**src/hw/rtl/jesc_pkg.sv**
```systemverilog
// shared constants, register indexes and types of the julia escape-time pixel unit
`default_nettype none

package jesc_pkg;

   // field and datapath widths
   localparam int COORD_BITS     = 10;
   localparam int FRAC_BITS      = 28;
   localparam int ITER_BITS      = 10;
   localparam int INT_PART_BITS  = 12;
   localparam int Z_BITS         = FRAC_BITS + INT_PART_BITS;
   localparam int HALF_BITS      = Z_BITS / 2;
   localparam int PROD_BITS      = Z_BITS + HALF_BITS;
   localparam int SQ_BITS        = 2 * Z_BITS;
   localparam int GRAY_BITS      = 8;
   localparam int DIVIDEND_BITS  = ITER_BITS + GRAY_BITS;
   localparam int DIV_STEP_BITS  = $clog2(DIVIDEND_BITS);
   localparam int COEF_BITS      = 32;
   localparam int PITCH_BITS     = 31;
   localparam int ESC_BITS       = 8;
   localparam int CSR_INDEX_BITS = 3;
   localparam int CSR_DATA_BITS  = 32;

   // register indexes
   localparam logic [CSR_INDEX_BITS-1:0] CSR_C_REAL          = 3'd0;
   localparam logic [CSR_INDEX_BITS-1:0] CSR_C_IMAG          = 3'd1;
   localparam logic [CSR_INDEX_BITS-1:0] CSR_X_ORIGIN        = 3'd2;
   localparam logic [CSR_INDEX_BITS-1:0] CSR_Y_ORIGIN        = 3'd3;
   localparam logic [CSR_INDEX_BITS-1:0] CSR_PIXEL_PITCH     = 3'd4;
   localparam logic [CSR_INDEX_BITS-1:0] CSR_ITERATION_LIMIT = 3'd5;
   localparam logic [CSR_INDEX_BITS-1:0] CSR_ESCAPE_SQ       = 3'd6;

   // register reset values: c = -0.4 + 0.6i, origins -1.5, pitch 3/500
   localparam logic signed [COEF_BITS-1:0] C_REAL_RESET   = -32'sd107374182;
   localparam logic signed [COEF_BITS-1:0] C_IMAG_RESET   = 32'sd161061274;
   localparam logic signed [COEF_BITS-1:0] X_ORIGIN_RESET = -32'sd402653184;
   localparam logic signed [COEF_BITS-1:0] Y_ORIGIN_RESET = -32'sd402653184;
   localparam logic [PITCH_BITS-1:0]       PITCH_RESET    = 31'd1610613;
   localparam logic [ITER_BITS-1:0]        LIMIT_RESET    = 10'd256;
   localparam logic [ESC_BITS-1:0]         ESCAPE_RESET   = 8'd100;

   typedef struct packed {
      logic signed [COEF_BITS-1:0] c_real;
      logic signed [COEF_BITS-1:0] c_imag;
      logic signed [COEF_BITS-1:0] x_origin;
      logic signed [COEF_BITS-1:0] y_origin;
      logic [PITCH_BITS-1:0]       pixel_pitch;
      logic [ITER_BITS-1:0]        iteration_limit;
      logic [ESC_BITS-1:0]         escape_sq;
   } jesc_cfg_type;

   typedef struct packed {
      logic                     start;
      logic [DIVIDEND_BITS-1:0] dividend;
      logic [ITER_BITS-1:0]     divisor;
   } jesc_div_req_type;

   typedef struct packed {
      logic                 done;
      logic [GRAY_BITS-1:0] quotient;
   } jesc_div_rsp_type;

endpackage

`default_nettype wire

```
**src/hw/rtl/jesc_intf.sv**
```systemverilog
// request, response and register-write channel interfaces
`default_nettype none

interface jesc_req_intf
   import jesc_pkg::*;
();
   logic                  valid;
   logic                  ready;
   logic [COORD_BITS-1:0] col;
   logic [COORD_BITS-1:0] row;

   modport source (output valid, output col, output row, input ready);
   modport sink   (input valid, input col, input row, output ready);
endinterface

interface jesc_rsp_intf
   import jesc_pkg::*;
();
   logic                 valid;
   logic                 ready;
   logic [ITER_BITS-1:0] iter_count;
   logic [GRAY_BITS-1:0] gray;

   modport source (output valid, output iter_count, output gray, input ready);
   modport sink   (input valid, input iter_count, input gray, output ready);
endinterface

interface jesc_csr_intf
   import jesc_pkg::*;
();
   logic                      valid;
   logic                      ready;
   logic [CSR_INDEX_BITS-1:0] index;
   logic [CSR_DATA_BITS-1:0]  data;

   modport source (output valid, output index, output data, input ready);
   modport sink   (input valid, input index, input data, output ready);
endinterface

`default_nettype wire

```
**src/hw/rtl/jesc_csr.sv**
```systemverilog
// configuration register file written through the register-write channel
`default_nettype none

module jesc_csr
   import jesc_pkg::*;
(
   input  wire logic   clock,
   input  wire logic   reset,
   jesc_csr_intf.sink  csr_bus,
   output jesc_cfg_type cfg
);

   jesc_cfg_type cfg_ff;
   jesc_cfg_type cfg_in;

   // writes are always taken
   assign csr_bus.ready = 1'b1;

   // decode one write word
   always_comb begin
      cfg_in = cfg_ff;
      if (csr_bus.valid) begin
         case (csr_bus.index)
            CSR_C_REAL:          cfg_in.c_real          = csr_bus.data[COEF_BITS-1:0];
            CSR_C_IMAG:          cfg_in.c_imag          = csr_bus.data[COEF_BITS-1:0];
            CSR_X_ORIGIN:        cfg_in.x_origin        = csr_bus.data[COEF_BITS-1:0];
            CSR_Y_ORIGIN:        cfg_in.y_origin        = csr_bus.data[COEF_BITS-1:0];
            CSR_PIXEL_PITCH:     cfg_in.pixel_pitch     = csr_bus.data[PITCH_BITS-1:0];
            CSR_ITERATION_LIMIT: cfg_in.iteration_limit = csr_bus.data[ITER_BITS-1:0];
            CSR_ESCAPE_SQ:       cfg_in.escape_sq       = csr_bus.data[ESC_BITS-1:0];
            default:             cfg_in = cfg_ff;
         endcase
      end
   end

   // register bank
   always_ff @(posedge clock) begin
      if (reset) begin
         cfg_ff.c_real          <= C_REAL_RESET;
         cfg_ff.c_imag          <= C_IMAG_RESET;
         cfg_ff.x_origin        <= X_ORIGIN_RESET;
         cfg_ff.y_origin        <= Y_ORIGIN_RESET;
         cfg_ff.pixel_pitch     <= PITCH_RESET;
         cfg_ff.iteration_limit <= LIMIT_RESET;
         cfg_ff.escape_sq       <= ESCAPE_RESET;
      end else begin
         cfg_ff <= cfg_in;
      end
   end

   assign cfg = cfg_ff;

endmodule

`default_nettype wire

```
**src/hw/rtl/jesc_gray_div.sv**
```systemverilog
// restoring divider, one quotient bit per cycle, for the gray level
`default_nettype none

module jesc_gray_div
   import jesc_pkg::*;
(
   input  wire logic             clock,
   input  wire logic             reset,
   input  wire jesc_div_req_type div_req,
   output jesc_div_rsp_type      div_rsp
);

   localparam logic [DIV_STEP_BITS-1:0] LAST_STEP = DIV_STEP_BITS'(DIVIDEND_BITS - 1);

   logic                     busy_ff, busy_in;
   logic                     done_ff, done_in;
   logic [DIV_STEP_BITS-1:0] step_ff, step_in;
   logic [ITER_BITS-1:0]     rem_ff, rem_in;
   logic [DIVIDEND_BITS-1:0] quo_ff, quo_in;
   logic [ITER_BITS-1:0]     divisor_ff, divisor_in;
   logic [ITER_BITS:0]       trial;
   logic [ITER_BITS:0]       diff;
   logic                     fits;

   // trial subtract of the next dividend bit
   assign trial = {rem_ff, quo_ff[DIVIDEND_BITS-1]};
   assign diff  = trial - {1'b0, divisor_ff};
   assign fits  = (trial >= {1'b0, divisor_ff});

   always_comb begin
      busy_in    = busy_ff;
      done_in    = 1'b0;
      step_in    = step_ff;
      rem_in     = rem_ff;
      quo_in     = quo_ff;
      divisor_in = divisor_ff;
      if (div_req.start) begin
         busy_in    = 1'b1;
         step_in    = '0;
         rem_in     = '0;
         quo_in     = div_req.dividend;
         divisor_in = div_req.divisor;
      end else if (busy_ff) begin
         rem_in  = fits ? diff[ITER_BITS-1:0] : trial[ITER_BITS-1:0];
         quo_in  = {quo_ff[DIVIDEND_BITS-2:0], fits};
         step_in = step_ff + 1'b1;
         if (step_ff == LAST_STEP) begin
            busy_in = 1'b0;
            done_in = 1'b1;
         end
      end
   end

   // control state
   always_ff @(posedge clock) begin
      if (reset) begin
         busy_ff <= 1'b0;
         done_ff <= 1'b0;
      end else begin
         busy_ff <= busy_in;
         done_ff <= done_in;
      end
   end

   // working registers
   always_ff @(posedge clock) begin
      step_ff    <= step_in;
      rem_ff     <= rem_in;
      quo_ff     <= quo_in;
      divisor_ff <= divisor_in;
   end

   assign div_rsp.done     = done_ff;
   assign div_rsp.quotient = quo_ff[GRAY_BITS-1:0];

endmodule

`default_nettype wire

```
**src/hw/rtl/julia_escape_time_pixel_unit.sv**
```systemverilog
// julia-set escape-time pixel unit: sequencer around one shared 40x20 multiplier
// Usage:
//   req_bus carries one request word per pixel (col, row). It is taken only
//   while the unit is idle; the unit works on one pixel at a time.
//   rsp_bus returns one response word per pixel: iter_count and gray.
//   csr_bus writes the seven configuration registers; it is always ready and
//   is meant to be written only while no pixel is in flight.
// Sequence:
//   setup states START_X, START_Y and LOAD_Y form the start point, then each
//   iteration takes three 40x40 products, each two passes through the shared
//   40x20 multiplier, plus magnitude and update steps; then the gray-level divider
//   runs (one quotient bit per cycle over 18 bits) and the output register is loaded
//   once it is free. An escaping pixel stops in its last iteration at the escape
//   test, once both squares are formed, before the cross product is accumulated.
//   A new pixel is taken only when the sequencer is back in idle.
// Reset: registers return to c = -0.4 + 0.6i, origins -1.5, pitch 3/500,
//   limit 256, escape bound 100; the sequencer is idle, no response pending.
// Stall: the finished response sits in an output register, so the next
//   request is taken while it waits; a further result then waits in the
//   sequencer until the output register frees.
`default_nettype none

module julia_escape_time_pixel_unit
   import jesc_pkg::*;
(
   input  wire logic    clock,
   input  wire logic    reset,
   jesc_req_intf.sink   req_bus,
   jesc_rsp_intf.source rsp_bus,
   jesc_csr_intf.sink   csr_bus
);

   localparam int WIDE_BITS  = 56;
   localparam int START_BITS = PITCH_BITS + COORD_BITS;
   localparam int XX_BITS    = SQ_BITS - FRAC_BITS;
   localparam int XY_SH_BITS = SQ_BITS - FRAC_BITS + 2;

   localparam logic signed [Z_BITS-1:0] Z_MAX = {1'b0, {(Z_BITS-1){1'b1}}};
   localparam logic signed [Z_BITS-1:0] Z_MIN = {1'b1, {(Z_BITS-1){1'b0}}};

   // sequencer states
   localparam logic [3:0] ST_IDLE     = 4'd0;
   localparam logic [3:0] ST_START_X  = 4'd1;
   localparam logic [3:0] ST_START_Y  = 4'd2;
   localparam logic [3:0] ST_LOAD_Y   = 4'd3;
   localparam logic [3:0] ST_MAG      = 4'd4;
   localparam logic [3:0] ST_SQX_LO   = 4'd5;
   localparam logic [3:0] ST_SQX_HI   = 4'd6;
   localparam logic [3:0] ST_SQY_LO   = 4'd7;
   localparam logic [3:0] ST_SQY_HI   = 4'd8;
   localparam logic [3:0] ST_XY_LO    = 4'd9;
   localparam logic [3:0] ST_XY_HI    = 4'd10;
   localparam logic [3:0] ST_XY_ACC   = 4'd11;
   localparam logic [3:0] ST_UPDATE   = 4'd12;
   localparam logic [3:0] ST_DIV_GO   = 4'd13;
   localparam logic [3:0] ST_DIV_WAIT = 4'd14;
   localparam logic [3:0] ST_FINISH   = 4'd15;

   // clamp a wide signed value to the z range
   function automatic logic signed [Z_BITS-1:0] sat_z(input logic signed [WIDE_BITS-1:0] v);
      logic [WIDE_BITS-Z_BITS:0] upper;
      upper = v[WIDE_BITS-1:Z_BITS-1];
      if ((upper == '0) || (upper == '1)) begin
         sat_z = v[Z_BITS-1:0];
      end else if (v[WIDE_BITS-1]) begin
         sat_z = Z_MIN;
      end else begin
         sat_z = Z_MAX;
      end
   endfunction

   // magnitude of a z value, fits unsigned in z width
   function automatic logic [Z_BITS-1:0] mag_z(input logic signed [Z_BITS-1:0] v);
      mag_z = v[Z_BITS-1] ? Z_BITS'(-v) : Z_BITS'(v);
   endfunction

   jesc_cfg_type     cfg;
   jesc_div_req_type div_req;
   jesc_div_rsp_type div_rsp;

   logic [3:0]               state_ff, state_in;
   logic                     rsp_valid_ff, rsp_valid_in;
   logic [ITER_BITS-1:0]     out_count_ff, out_count_in;
   logic [GRAY_BITS-1:0]     out_gray_ff, out_gray_in;
   logic [COORD_BITS-1:0]    col_ff, col_in;
   logic [COORD_BITS-1:0]    row_ff, row_in;
   logic signed [Z_BITS-1:0] x_ff, x_in;
   logic signed [Z_BITS-1:0] y_ff, y_in;
   logic [Z_BITS-1:0]        mx_ff, mx_in;
   logic [Z_BITS-1:0]        my_ff, my_in;
   logic [PROD_BITS-1:0]     prod_ff, prod_in;
   logic [SQ_BITS-1:0]       sqx_ff, sqx_in;
   logic [SQ_BITS-1:0]       sqy_ff, sqy_in;
   logic [SQ_BITS:0]         xy_ff, xy_in;
   logic [ITER_BITS-1:0]     count_ff, count_in;
   logic [GRAY_BITS-1:0]     gray_ff, gray_in;

   logic [Z_BITS-1:0]           mult_a;
   logic [HALF_BITS-1:0]        mult_b;
   logic signed [WIDE_BITS-1:0] x_start_sum;
   logic signed [WIDE_BITS-1:0] y_start_sum;
   logic signed [WIDE_BITS-1:0] x_next_sum;
   logic signed [WIDE_BITS-1:0] y_next_sum;
   logic [SQ_BITS:0]            mag_sum;
   logic [SQ_BITS:0]            bound;
   logic                        escaped;
   logic                        xy_neg;
   logic [SQ_BITS:0]            xy_first;
   logic [SQ_BITS:0]            xy_term;
   logic [ITER_BITS-1:0]        count_next;
   logic                        load_out;
   logic                        limit_zero;

   // configuration registers
   jesc_csr u_csr (
      .clock   (clock),
      .reset   (reset),
      .csr_bus (csr_bus),
      .cfg     (cfg)
   );

   // gray level divider
   jesc_gray_div u_gray_div (
      .clock   (clock),
      .reset   (reset),
      .div_req (div_req),
      .div_rsp (div_rsp)
   );

   // shared multiplier operand select
   always_comb begin
      mult_a = mx_ff;
      mult_b = mx_ff[HALF_BITS-1:0];
      case (state_ff)
         ST_START_X: begin
            mult_a = {{(Z_BITS-PITCH_BITS){1'b0}}, cfg.pixel_pitch};
            mult_b = {{(HALF_BITS-COORD_BITS){1'b0}}, col_ff};
         end
         ST_START_Y: begin
            mult_a = {{(Z_BITS-PITCH_BITS){1'b0}}, cfg.pixel_pitch};
            mult_b = {{(HALF_BITS-COORD_BITS){1'b0}}, row_ff};
         end
         ST_SQX_LO: begin
            mult_a = mx_ff;
            mult_b = mx_ff[HALF_BITS-1:0];
         end
         ST_SQX_HI: begin
            mult_a = mx_ff;
            mult_b = mx_ff[Z_BITS-1:HALF_BITS];
         end
         ST_SQY_LO: begin
            mult_a = my_ff;
            mult_b = my_ff[HALF_BITS-1:0];
         end
         ST_SQY_HI: begin
            mult_a = my_ff;
            mult_b = my_ff[Z_BITS-1:HALF_BITS];
         end
         ST_XY_LO: begin
            mult_a = mx_ff;
            mult_b = my_ff[HALF_BITS-1:0];
         end
         ST_XY_HI: begin
            mult_a = mx_ff;
            mult_b = my_ff[Z_BITS-1:HALF_BITS];
         end
         default: begin
            mult_a = mx_ff;
            mult_b = mx_ff[HALF_BITS-1:0];
         end
      endcase
   end

   // shared multiplier, registered product
   assign prod_in = {{HALF_BITS{1'b0}}, mult_a} * {{Z_BITS{1'b0}}, mult_b};

   // start point: origin plus index times pitch
   assign x_start_sum = {{(WIDE_BITS-COEF_BITS){cfg.x_origin[COEF_BITS-1]}}, cfg.x_origin}
                      + {{(WIDE_BITS-START_BITS){1'b0}}, prod_ff[START_BITS-1:0]};
   assign y_start_sum = {{(WIDE_BITS-COEF_BITS){cfg.y_origin[COEF_BITS-1]}}, cfg.y_origin}
                      + {{(WIDE_BITS-START_BITS){1'b0}}, prod_ff[START_BITS-1:0]};

   // escape test on the exact squared magnitude
   assign mag_sum = {1'b0, sqx_ff} + {1'b0, sqy_ff};
   assign bound   = {{(SQ_BITS+1-ESC_BITS-2*FRAC_BITS){1'b0}}, cfg.escape_sq,
                     {(2*FRAC_BITS){1'b0}}};
   assign escaped = (mag_sum > bound);

   // signed cross product, built from its magnitude
   assign xy_neg   = x_ff[Z_BITS-1] ^ y_ff[Z_BITS-1];
   assign xy_first = {{(SQ_BITS+1-PROD_BITS){1'b0}}, prod_ff};
   assign xy_term  = {1'b0, prod_ff, {HALF_BITS{1'b0}}};

   // next z: x*x - y*y + c_real and 2*x*y + c_imag, floored
   assign x_next_sum = {{(WIDE_BITS-XX_BITS){1'b0}}, sqx_ff[SQ_BITS-1:FRAC_BITS]}
                     - {{(WIDE_BITS-XX_BITS){1'b0}}, sqy_ff[SQ_BITS-1:FRAC_BITS]}
                     + {{(WIDE_BITS-COEF_BITS){cfg.c_real[COEF_BITS-1]}}, cfg.c_real};
   assign y_next_sum = {{(WIDE_BITS-XY_SH_BITS){xy_ff[SQ_BITS]}}, xy_ff[SQ_BITS:FRAC_BITS-1]}
                     + {{(WIDE_BITS-COEF_BITS){cfg.c_imag[COEF_BITS-1]}}, cfg.c_imag};

   assign count_next = count_ff + 1'b1;
   assign limit_zero = (cfg.iteration_limit == '0);

   // divider request: count * 255 over the limit
   assign div_req.start    = (state_ff == ST_DIV_GO);
   assign div_req.dividend = {count_ff, {GRAY_BITS{1'b0}}} - {{GRAY_BITS{1'b0}}, count_ff};
   assign div_req.divisor  = cfg.iteration_limit;

   assign load_out = (state_ff == ST_FINISH) && (!rsp_valid_ff || rsp_bus.ready);

   // sequencer and datapath next values
   always_comb begin
      state_in = state_ff;
      col_in   = col_ff;
      row_in   = row_ff;
      x_in     = x_ff;
      y_in     = y_ff;
      mx_in    = mx_ff;
      my_in    = my_ff;
      sqx_in   = sqx_ff;
      sqy_in   = sqy_ff;
      xy_in    = xy_ff;
      count_in = count_ff;
      gray_in  = gray_ff;
      case (state_ff)
         ST_IDLE: begin
            if (req_bus.valid) begin
               col_in   = req_bus.col;
               row_in   = req_bus.row;
               state_in = ST_START_X;
            end
         end
         ST_START_X: state_in = ST_START_Y;
         ST_START_Y: begin
            x_in     = sat_z(x_start_sum);
            state_in = ST_LOAD_Y;
         end
         ST_LOAD_Y: begin
            y_in     = sat_z(y_start_sum);
            count_in = '0;
            state_in = limit_zero ? ST_DIV_GO : ST_MAG;
         end
         ST_MAG: begin
            mx_in    = mag_z(x_ff);
            my_in    = mag_z(y_ff);
            state_in = ST_SQX_LO;
         end
         ST_SQX_LO: state_in = ST_SQX_HI;
         ST_SQX_HI: begin
            sqx_in   = {{HALF_BITS{1'b0}}, prod_ff};
            state_in = ST_SQY_LO;
         end
         ST_SQY_LO: begin
            sqx_in   = sqx_ff + {prod_ff, {HALF_BITS{1'b0}}};
            state_in = ST_SQY_HI;
         end
         ST_SQY_HI: begin
            sqy_in   = {{HALF_BITS{1'b0}}, prod_ff};
            state_in = ST_XY_LO;
         end
         ST_XY_LO: begin
            sqy_in   = sqy_ff + {prod_ff, {HALF_BITS{1'b0}}};
            state_in = ST_XY_HI;
         end
         ST_XY_HI: begin
            xy_in    = xy_neg ? (SQ_BITS+1)'(-xy_first) : xy_first;
            state_in = escaped ? ST_DIV_GO : ST_XY_ACC;
         end
         ST_XY_ACC: begin
            xy_in    = xy_neg ? (xy_ff - xy_term) : (xy_ff + xy_term);
            state_in = ST_UPDATE;
         end
         ST_UPDATE: begin
            x_in     = sat_z(x_next_sum);
            y_in     = sat_z(y_next_sum);
            count_in = count_next;
            state_in = (count_next == cfg.iteration_limit) ? ST_DIV_GO : ST_MAG;
         end
         ST_DIV_GO: state_in = ST_DIV_WAIT;
         ST_DIV_WAIT: begin
            if (div_rsp.done) begin
               gray_in  = limit_zero ? '0 : div_rsp.quotient;
               state_in = ST_FINISH;
            end
         end
         ST_FINISH: begin
            if (load_out) begin
               state_in = ST_IDLE;
            end
         end
         default: state_in = ST_IDLE;
      endcase
   end

   // output register
   always_comb begin
      rsp_valid_in = rsp_valid_ff && !rsp_bus.ready;
      out_count_in = out_count_ff;
      out_gray_in  = out_gray_ff;
      if (load_out) begin
         rsp_valid_in = 1'b1;
         out_count_in = count_ff;
         out_gray_in  = gray_ff;
      end
   end

   // control state
   always_ff @(posedge clock) begin
      if (reset) begin
         state_ff     <= ST_IDLE;
         rsp_valid_ff <= 1'b0;
      end else begin
         state_ff     <= state_in;
         rsp_valid_ff <= rsp_valid_in;
      end
   end

   // payload registers
   always_ff @(posedge clock) begin
      out_count_ff <= out_count_in;
      out_gray_ff  <= out_gray_in;
      col_ff       <= col_in;
      row_ff       <= row_in;
      x_ff         <= x_in;
      y_ff         <= y_in;
      mx_ff        <= mx_in;
      my_ff        <= my_in;
      prod_ff      <= prod_in;
      sqx_ff       <= sqx_in;
      sqy_ff       <= sqy_in;
      xy_ff        <= xy_in;
      count_ff     <= count_in;
      gray_ff      <= gray_in;
   end

   // channel outputs
   assign req_bus.ready      = (state_ff == ST_IDLE);
   assign rsp_bus.valid      = rsp_valid_ff;
   assign rsp_bus.iter_count = out_count_ff;
   assign rsp_bus.gray       = out_gray_ff;

endmodule

`default_nettype wire

```
**src/flat_wrapper.sv**
```systemverilog
// flat-port wrapper written by rule: the top's interface ports become plain ports
module julia_escape_time_pixel_unit_flat import jesc_pkg::*;
  (clock, reset, req_bus_valid, req_bus_col, req_bus_row, req_bus_ready, rsp_bus_valid, rsp_bus_iter_count, rsp_bus_gray, rsp_bus_ready, csr_bus_valid, csr_bus_index, csr_bus_data, csr_bus_ready);
  jesc_req_intf req_bus_i ();
  jesc_rsp_intf rsp_bus_i ();
  jesc_csr_intf csr_bus_i ();
  input  wire logic clock;
  input  wire logic reset;
  input wire logic [$bits(req_bus_i.valid)-1:0] req_bus_valid;
  input wire logic [$bits(req_bus_i.col)-1:0] req_bus_col;
  input wire logic [$bits(req_bus_i.row)-1:0] req_bus_row;
  output wire logic [$bits(req_bus_i.ready)-1:0] req_bus_ready;
  output wire logic [$bits(rsp_bus_i.valid)-1:0] rsp_bus_valid;
  output wire logic [$bits(rsp_bus_i.iter_count)-1:0] rsp_bus_iter_count;
  output wire logic [$bits(rsp_bus_i.gray)-1:0] rsp_bus_gray;
  input wire logic [$bits(rsp_bus_i.ready)-1:0] rsp_bus_ready;
  input wire logic [$bits(csr_bus_i.valid)-1:0] csr_bus_valid;
  input wire logic [$bits(csr_bus_i.index)-1:0] csr_bus_index;
  input wire logic [$bits(csr_bus_i.data)-1:0] csr_bus_data;
  output wire logic [$bits(csr_bus_i.ready)-1:0] csr_bus_ready;
  assign req_bus_i.valid = req_bus_valid;
  assign req_bus_i.col = req_bus_col;
  assign req_bus_i.row = req_bus_row;
  assign req_bus_ready = req_bus_i.ready;
  assign rsp_bus_valid = rsp_bus_i.valid;
  assign rsp_bus_iter_count = rsp_bus_i.iter_count;
  assign rsp_bus_gray = rsp_bus_i.gray;
  assign rsp_bus_i.ready = rsp_bus_ready;
  assign csr_bus_i.valid = csr_bus_valid;
  assign csr_bus_i.index = csr_bus_index;
  assign csr_bus_i.data = csr_bus_data;
  assign csr_bus_ready = csr_bus_i.ready;
  julia_escape_time_pixel_unit u_core (.clock(clock), .reset(reset), .req_bus(req_bus_i), .rsp_bus(rsp_bus_i), .csr_bus(csr_bus_i));
endmodule
```
**config.mk**
```make
export PLATFORM = sky130hd
export DESIGN_NAME = julia_escape_time_pixel_unit_flat
export DESIGN_NICKNAME = d
export VERILOG_FILES = /design/src/hw/rtl/jesc_pkg.sv /design/src/hw/rtl/jesc_intf.sv /design/src/hw/rtl/jesc_csr.sv /design/src/hw/rtl/jesc_gray_div.sv /design/src/hw/rtl/julia_escape_time_pixel_unit.sv /design/src/flat_wrapper.sv
export SDC_FILE = /design/constraint.sdc
export NUM_CORES = 2
export LEC_CHECK = 0
export BUFFER_PORTS_ARGS = -buffer_cell sky130_fd_sc_hd__buf_2
export CAP_MARGIN = 20
export CORE_ASPECT_RATIO = 1.25
export CORE_MARGIN = 1.5
export CORE_UTILIZATION = 35
export CTS_CLUSTER_DIAMETER = 120
export DETAILED_ROUTE_END_ITERATION = 12
export PLACE_DENSITY_LB_ADDON = 0.25
export SLEW_MARGIN = 20
export SYNTH_ARGS = -nofsm -noshare
export SYNTH_HDL_FRONTEND = slang
export SYNTH_SLANG_ARGS = --single-unit
```
**constraint.sdc**
```tcl
create_clock -name clock -period 12.43 [get_ports clock]
set_input_delay 0.6215 -clock clock [delete_from_list [all_inputs] [get_ports clock]]
set_output_delay 0.6215 -clock clock [all_outputs]
set_load 0.005 [all_outputs]
```
======== Word-level counts from Yosys, hierarchy flattened ========
Cells that the tools add are included.
operators by class
  reductions and logical operators ........ 37
  order comparisons ....................... 2
  eq/ne operators ......................... 30
  add/sub/neg operators ................... 17
  multipliers ............................. 1
  div/mod/pow operators ................... 0
  shifts and indexed selects .............. 0
  muxes and demuxes ....................... 35
  bitwise logic cells ..................... 2
operators by type and width
  operator                count
  $mux W40                8
  $pmux W80 S2            2
  $pmux W40 S2            3
  $mux W81                2
  $pmux W81 S2            1
  $add A80 B80 Y80        2
  $pmux W20 S5            1
  $add A32 B42 Y43        2
  $add A80 B80 Y81        1
  $add A81 B80 Y81        1
  $gt A81 B64 Y1          1
  $neg A60 Y81            1
  $sub A81 B80 Y81        1
  $neg A40 Y40            2
  $mux W39                2
  $eq A17 B17 Y1 const B  4
  $logic_not A17 Y1       4
  $pmux W4 S16            1
  $mul A40 B20 Y60        1
  $add A56 B56 Y56        1
  $add A54 B32 Y55        1
  $sub A52 B52 Y53        1
  $mux W18                2
  $eq A4 B4 Y1 const B    8
  other kinds (33)        71
word-level totals
  memory bits (writable) .................. 0
  memories ................................ 0
  logic and storage cells ................. 155
  bits in latches ......................... 0
  output and inout port bits .............. 21
  flip-flop bits (word level) ............. 744
  input port bits ......................... 60
  bits in read-only memories .............. 0

======== Logic depth before layout (Yosys ltp) ========
  word-level depth ........................ 6
  gate-level depth with buffers ........... 39
  depth with buffers taken out ............ 35

======== Hierarchy ========
A second synthesis with hierarchy kept.
unflattened totals
  cells, all modules ...................... 10292
  area total of the unflattened synthesis .. 87406.3 sq um
modules (own cells, without submodules)
  module                        times used  cells each  area an instance (sq um)  seq. area each (sq um)
  julia_escape_time_pixel_unit  1           9436        78059.9                   14423.8
  jesc_csr                      1           650         6964.2                    3543.4
  jesc_gray_div                 1           206         2382.3                    1181.1

======== Worst setup path before layout ========
Ideal clock, no wire load.
  path type ............................... flip-flop to flip-flop
  start ................................... reg u_core.state_ff[2]
  end ..................................... reg u_core.prod_ff[58]
  data arrival time ....................... 10595 ps
  data required time ...................... 12358 ps
  cell stages (with the launch flop) ...... 36
  setup slack ............................. 1763 ps
  clock period less this slack ............ 10667 ps
  setup time .............................. 72 ps
  buffers on the path ..................... 3
  cells stage by stage .................... dfxtp_1 clkbuf_1 nand2b_1 nor3_1 o21bai_1 nor2_1 clkbuf_1 buf_1 a221oi_1 nor2_1 fa_1 fa_1 inv_1 fa_1 inv_1 fa_1 fa_1 fa_1 inv_1 fa_1 inv_1 ha_1 a2111oi_0 and2_1 nand2_1 o211ai_1 a211oi_1 nand3_1 a31oi_1 a21oi_1 a21oi_1 a21o_1 a31o_2 a221o_1 a21oi_1 xnor2_1
on the way
  word-level cells in the longest chain between the ends .. 4
  elaborated cells on any way between the ends .. 14
  classes of those cells .................. 1 x mul; 7 x eq/ne; 2 x mux; 4 x reduce/logical
RTL lines
  element                                       line                                 RTL
  start, declared                               julia_escape_time_pixel_unit.sv:81   logic [3:0] state_ff, state_in;
  start signal, assigned                        julia_escape_time_pixel_unit.sv:313  state_ff <= state_in;
  $eq A4 B4 Y1 (tied with other cells)          julia_escape_time_pixel_unit.sv:134  case (state_ff)
  $reduce_or A2 Y1 (no source line)             --
  $pmux W20 S5 or $pmux W40 S2 (tied branches)  julia_escape_time_pixel_unit.sv:134
  $mul A40 B20 Y60 (*)                          julia_escape_time_pixel_unit.sv:175  assign prod_in = {{HALF_BITS{1'b0}}, mult_a} * {{Z_BITS{1'b0}}, mult_b};
  net u_core.prod_in[58]                        julia_escape_time_pixel_unit.sv:91   logic [PROD_BITS-1:0] prod_ff, prod_in;
  end signal, assigned                          julia_escape_time_pixel_unit.sv:328  prod_ff <= prod_in;
  end, declared                                 julia_escape_time_pixel_unit.sv:91
Mark *: on every way through the listed nets, which the timed path passes. The rest lies on a longest branch.
A chain may end at the register's enable or synchronous reset.

======== Worst setup path after layout ========
  start ................................... reg u_core.state_ff[0]
  end ..................................... reg u_core.prod_ff[58]
Same word-level chain as after synthesis.

==> metrics.cfg <==
[die]
die_area_sq_mm = 0.246
start_util_pct = 35.1
die_x_um = 444
rows = 202
top_level_ports = 81
core_area_sq_mm = 0.242
die_y_um = 554

[final_layout]
syn_to_final_growth_pct = 9.21
nets = 11500
final_area_sq_mm = 0.0927
drive_gt1_share_pct = 5.58
fill_cells = 24800

[global_routing]
grt_pass1_wl_um = 505000
antenna_found_initial = 15
overflow = 0
grt_start_max_net_pins = 97
grt_usage_pct = 27.6
grt_pass1_vias = 76400

[critical_path]
crit_path_end_kind = register
path_max_fanout = 41
start_kind = register
critPathTopFamily = adder cells
critPathArrivalTime_ns = 12.26
critPathBufInv = 6
slowest_stage = dfxtp_1
cp.required_ns = 13.08
max_stage_delay_ns = 0.79
path_class = register to register
crit_top_cell = fa_1

[logic_synthesis]
synth-main-ff-cell = edfxtp_1
syn_inst = 10200
synthAdderAreaFrac_pct = 26.6
synth_nets = 11600
synth_edf_count = 465
synth_cell_types = 105
yosys_warnings = 0
avgSynthCellArea_sq_um = 8.35
yosysSeqAreaShare_pct = 22.6
synthSimpleGateAreaFrac_pct = 17.9
synthMuxAreaShare_pct = 0.472
yosys_register_bits = 724
syn_area_sq_mm = 0.0849
synth_top_family_by_area = adder cells
synth-compound-area-share_pct = 19.1
yosys.area_share.xor_xnor_pct = 6.77
ys_async_sr_fraction_pct = 0

[detailed_routing]
first_pass_iters = 8
drt_first_iter_violations = 6423
drc = 0
wire_per_inst_um = 26.0
via_count = 76200
via_per_inst = 5.72
wl_um = 346000
ant_nets = 0

[placement]
preCtsSetupSlack_ns = 1.03
hpwl_um = 274000
numPortBuffers = 79
post_dp_cell_area_sq_mm = 0.0893
gp_congestion = 1.00

[sta]
finalCritPeriodShare_pct = 93.4
setup_violations = 0
tns_ns = 0
slew_headroom_pct = 23.5
tightest_slew_ns = 1.14
whs_ns = 0.0754
rsz0062_at_grt = no
clock.fmax_ghz = 0.0861
clock_skew_ns = 0.0829
finalCriticalPeriod_ns = 11.61
worst_slack_ns = 0.820
finalHoldViolCount = 0
slew_violations = 0

[cts]
cts_tree = yes
cts_resized = 0
clock_sinks = 724
cts_buffers = 92
cts_hold_buffers = 12
clk_pin_slew_ns = 0.06
htreeDepth = 3
cts_setup_buffers = 0
clk_latency_ns = 0.78
clock_path_buffers = 3
clk_root_buffer_cell = clkbuf_16

[hold_path]
hold_class = input port to register

[run_status]
status = completed

[flow_run]
maxCapViolations = 0

-- synth_stat cells (all sizes together), types with 72 or more instances --
cell	instances	area share, %
a21o	321	2.8
ha	698	10
nand4	93	0.69
clkbuf	422	1.9
edfxtp	465	16
nand2b	90	0.66
nand3	161	0.95
a211oi	74	0.67
nor3	100	0.60
o31ai	89	0.80
nor2b	72	0.53
xor2	224	2.3
dfxtp	259	6.1
nand2	1415	6.3
a21oi	836	4.9
nor4	88	0.66
o21ai	449	2.6
a31oi	79	0.59
a22oi	74	0.65
fa	690	16
o21bai	78	0.69
xnor2	432	4.5
inv	1016	4.5
nor2	898	4.0
and2	130	0.96
-- worst register-to-register path: cells and delay by family, from the launching register on --
kind	cells	cell delay (ns)
AOI/OAI and AO/OA	12	2.84
xor gates and xnor gates	1	0.13
adders and majority gates	8	4.11
buffers and inverters	6	1.26
DFF	1	0.79
and+or+nand+nor	6	2.34
-- metrics by stage --
step	util [%]	instances
CTS	38.4	13300
global placement	36.9	13100
floorplan	-	10200
finish	38.4	13300
detailed placement	36.9	13100
global route	38.4	13300
-- cells by family (layout without fill, tap and decap cells) --
| family | count (synthesis) | count (layout) |
|---|---|---|
| other | 1 | 10 |
| xor gates and xnor gates | 656 | 656 |
| adders and majority gates | 1388 | 1388 |
| and+or+nand+nor | 3356 | 3356 |
| buffers and inverters | 1495 | 1480 |
| DFF | 724 | 724 |
| muxes | 39 | 39 |
| AOI/OAI and AO/OA | 2509 | 2509 |
-- path summary, 6_finish.rpt --
path,from,to,slack (ns),cells after the start
worst min-delay path,req_bus_col[1],u_core.col_ff[1]$_DFFE_PP_,0.08,1
worst min register to register,u_core.gray_ff[6]$_SDFFCE_PN0P_,u_core.rsp_bus.gray[6]$_DFFE_PP_,0.41,0
worst max-delay path,u_core.state_ff[0]$_SDFFE_PP0P_,u_core.prod_ff[58]$_DFF_P_,0.82,33
worst max register to register,u_core.state_ff[0]$_SDFFE_PP0P_,u_core.prod_ff[58]$_DFF_P_,0.82,33
-- routing by layer --
metal	track usage [%]	wire (um)	vias to the layer above
met3	3.30	19700	837
met2	46.8	164000	2861
met4	17.8	26400	4
li1	-	-	34900
met5	0	22	-
met1	33.1	136000	37700
-- state kept, by name (all words and copies together) (netlist names), 18 cells and up --
name                      flops
u_core.u_csr.cfg            177
u_core.sqx_ff                80
u_core.sqy_ff                80
u_core.xy_ff                 61
u_core.prod_ff               60
u_core.mx_ff                 40
u_core.my_ff                 40
u_core.x_ff                  40
u_core.y_ff                  40
u_core.u_gray_div.quo_ff     18
-- cell usage in the layout, fill, tap and decap left out, types with 21 or more instances in the layout --
cell,netlist,layout
a211oi_1,71,71
a21boi_0,25,25
a21o_1,321,321
a21oi_1,835,830
a221o_1,53,52
a221oi_1,59,49
a22oi_1,74,74
a31o_2,21,21
a31oi_1,78,78
and2_1,129,128
and3_1,60,60
buf_2,31,79
buf_4,6,198
clkbuf_16,0,93
dfxtp_1,259,259
edfxtp_1,465,465
fa_1,690,690
ha_1,698,698
inv_1,1016,1016
mux2i_1,31,30
nand2_1,1415,1414
nand2b_1,90,90
nand3_1,161,160
nand3b_1,61,61
nand4_1,93,93
nor2_1,898,890
nor2b_1,72,71
nor3_1,98,93
nor4_1,87,87
o211ai_1,51,51
o21a_1,68,68
o21ai_0,433,431
o21bai_1,78,77
o31ai_1,87,87
o41ai_1,25,25
or2_2,30,29
or3_1,67,67
or4_1,37,37
xnor2_1,432,431
xor2_1,224,223
-- cell type report --
| cell class | instances | area [sq um] | area share [%] |
|---|---|---|---|
| clock buffer | 115 | 2480 | 2.67 |
| timing repair buffer | 291 | 2030 | 2.19 |
| tap | 3162 | 3960 | 4.27 |
| clock inverter | 58 | 831 | 0.896 |
| antenna | 9 | 22.5 | 0.0243 |
| multi-input combinational | 7949 | 60500 | 65.2 |
| inverter | 1016 | 3810 | 4.11 |
| sequential | 724 | 19100 | 20.6 |
Power is not shown: default switching activity piles up to over one toggle a cycle in this logic, so the estimate is an artifact.
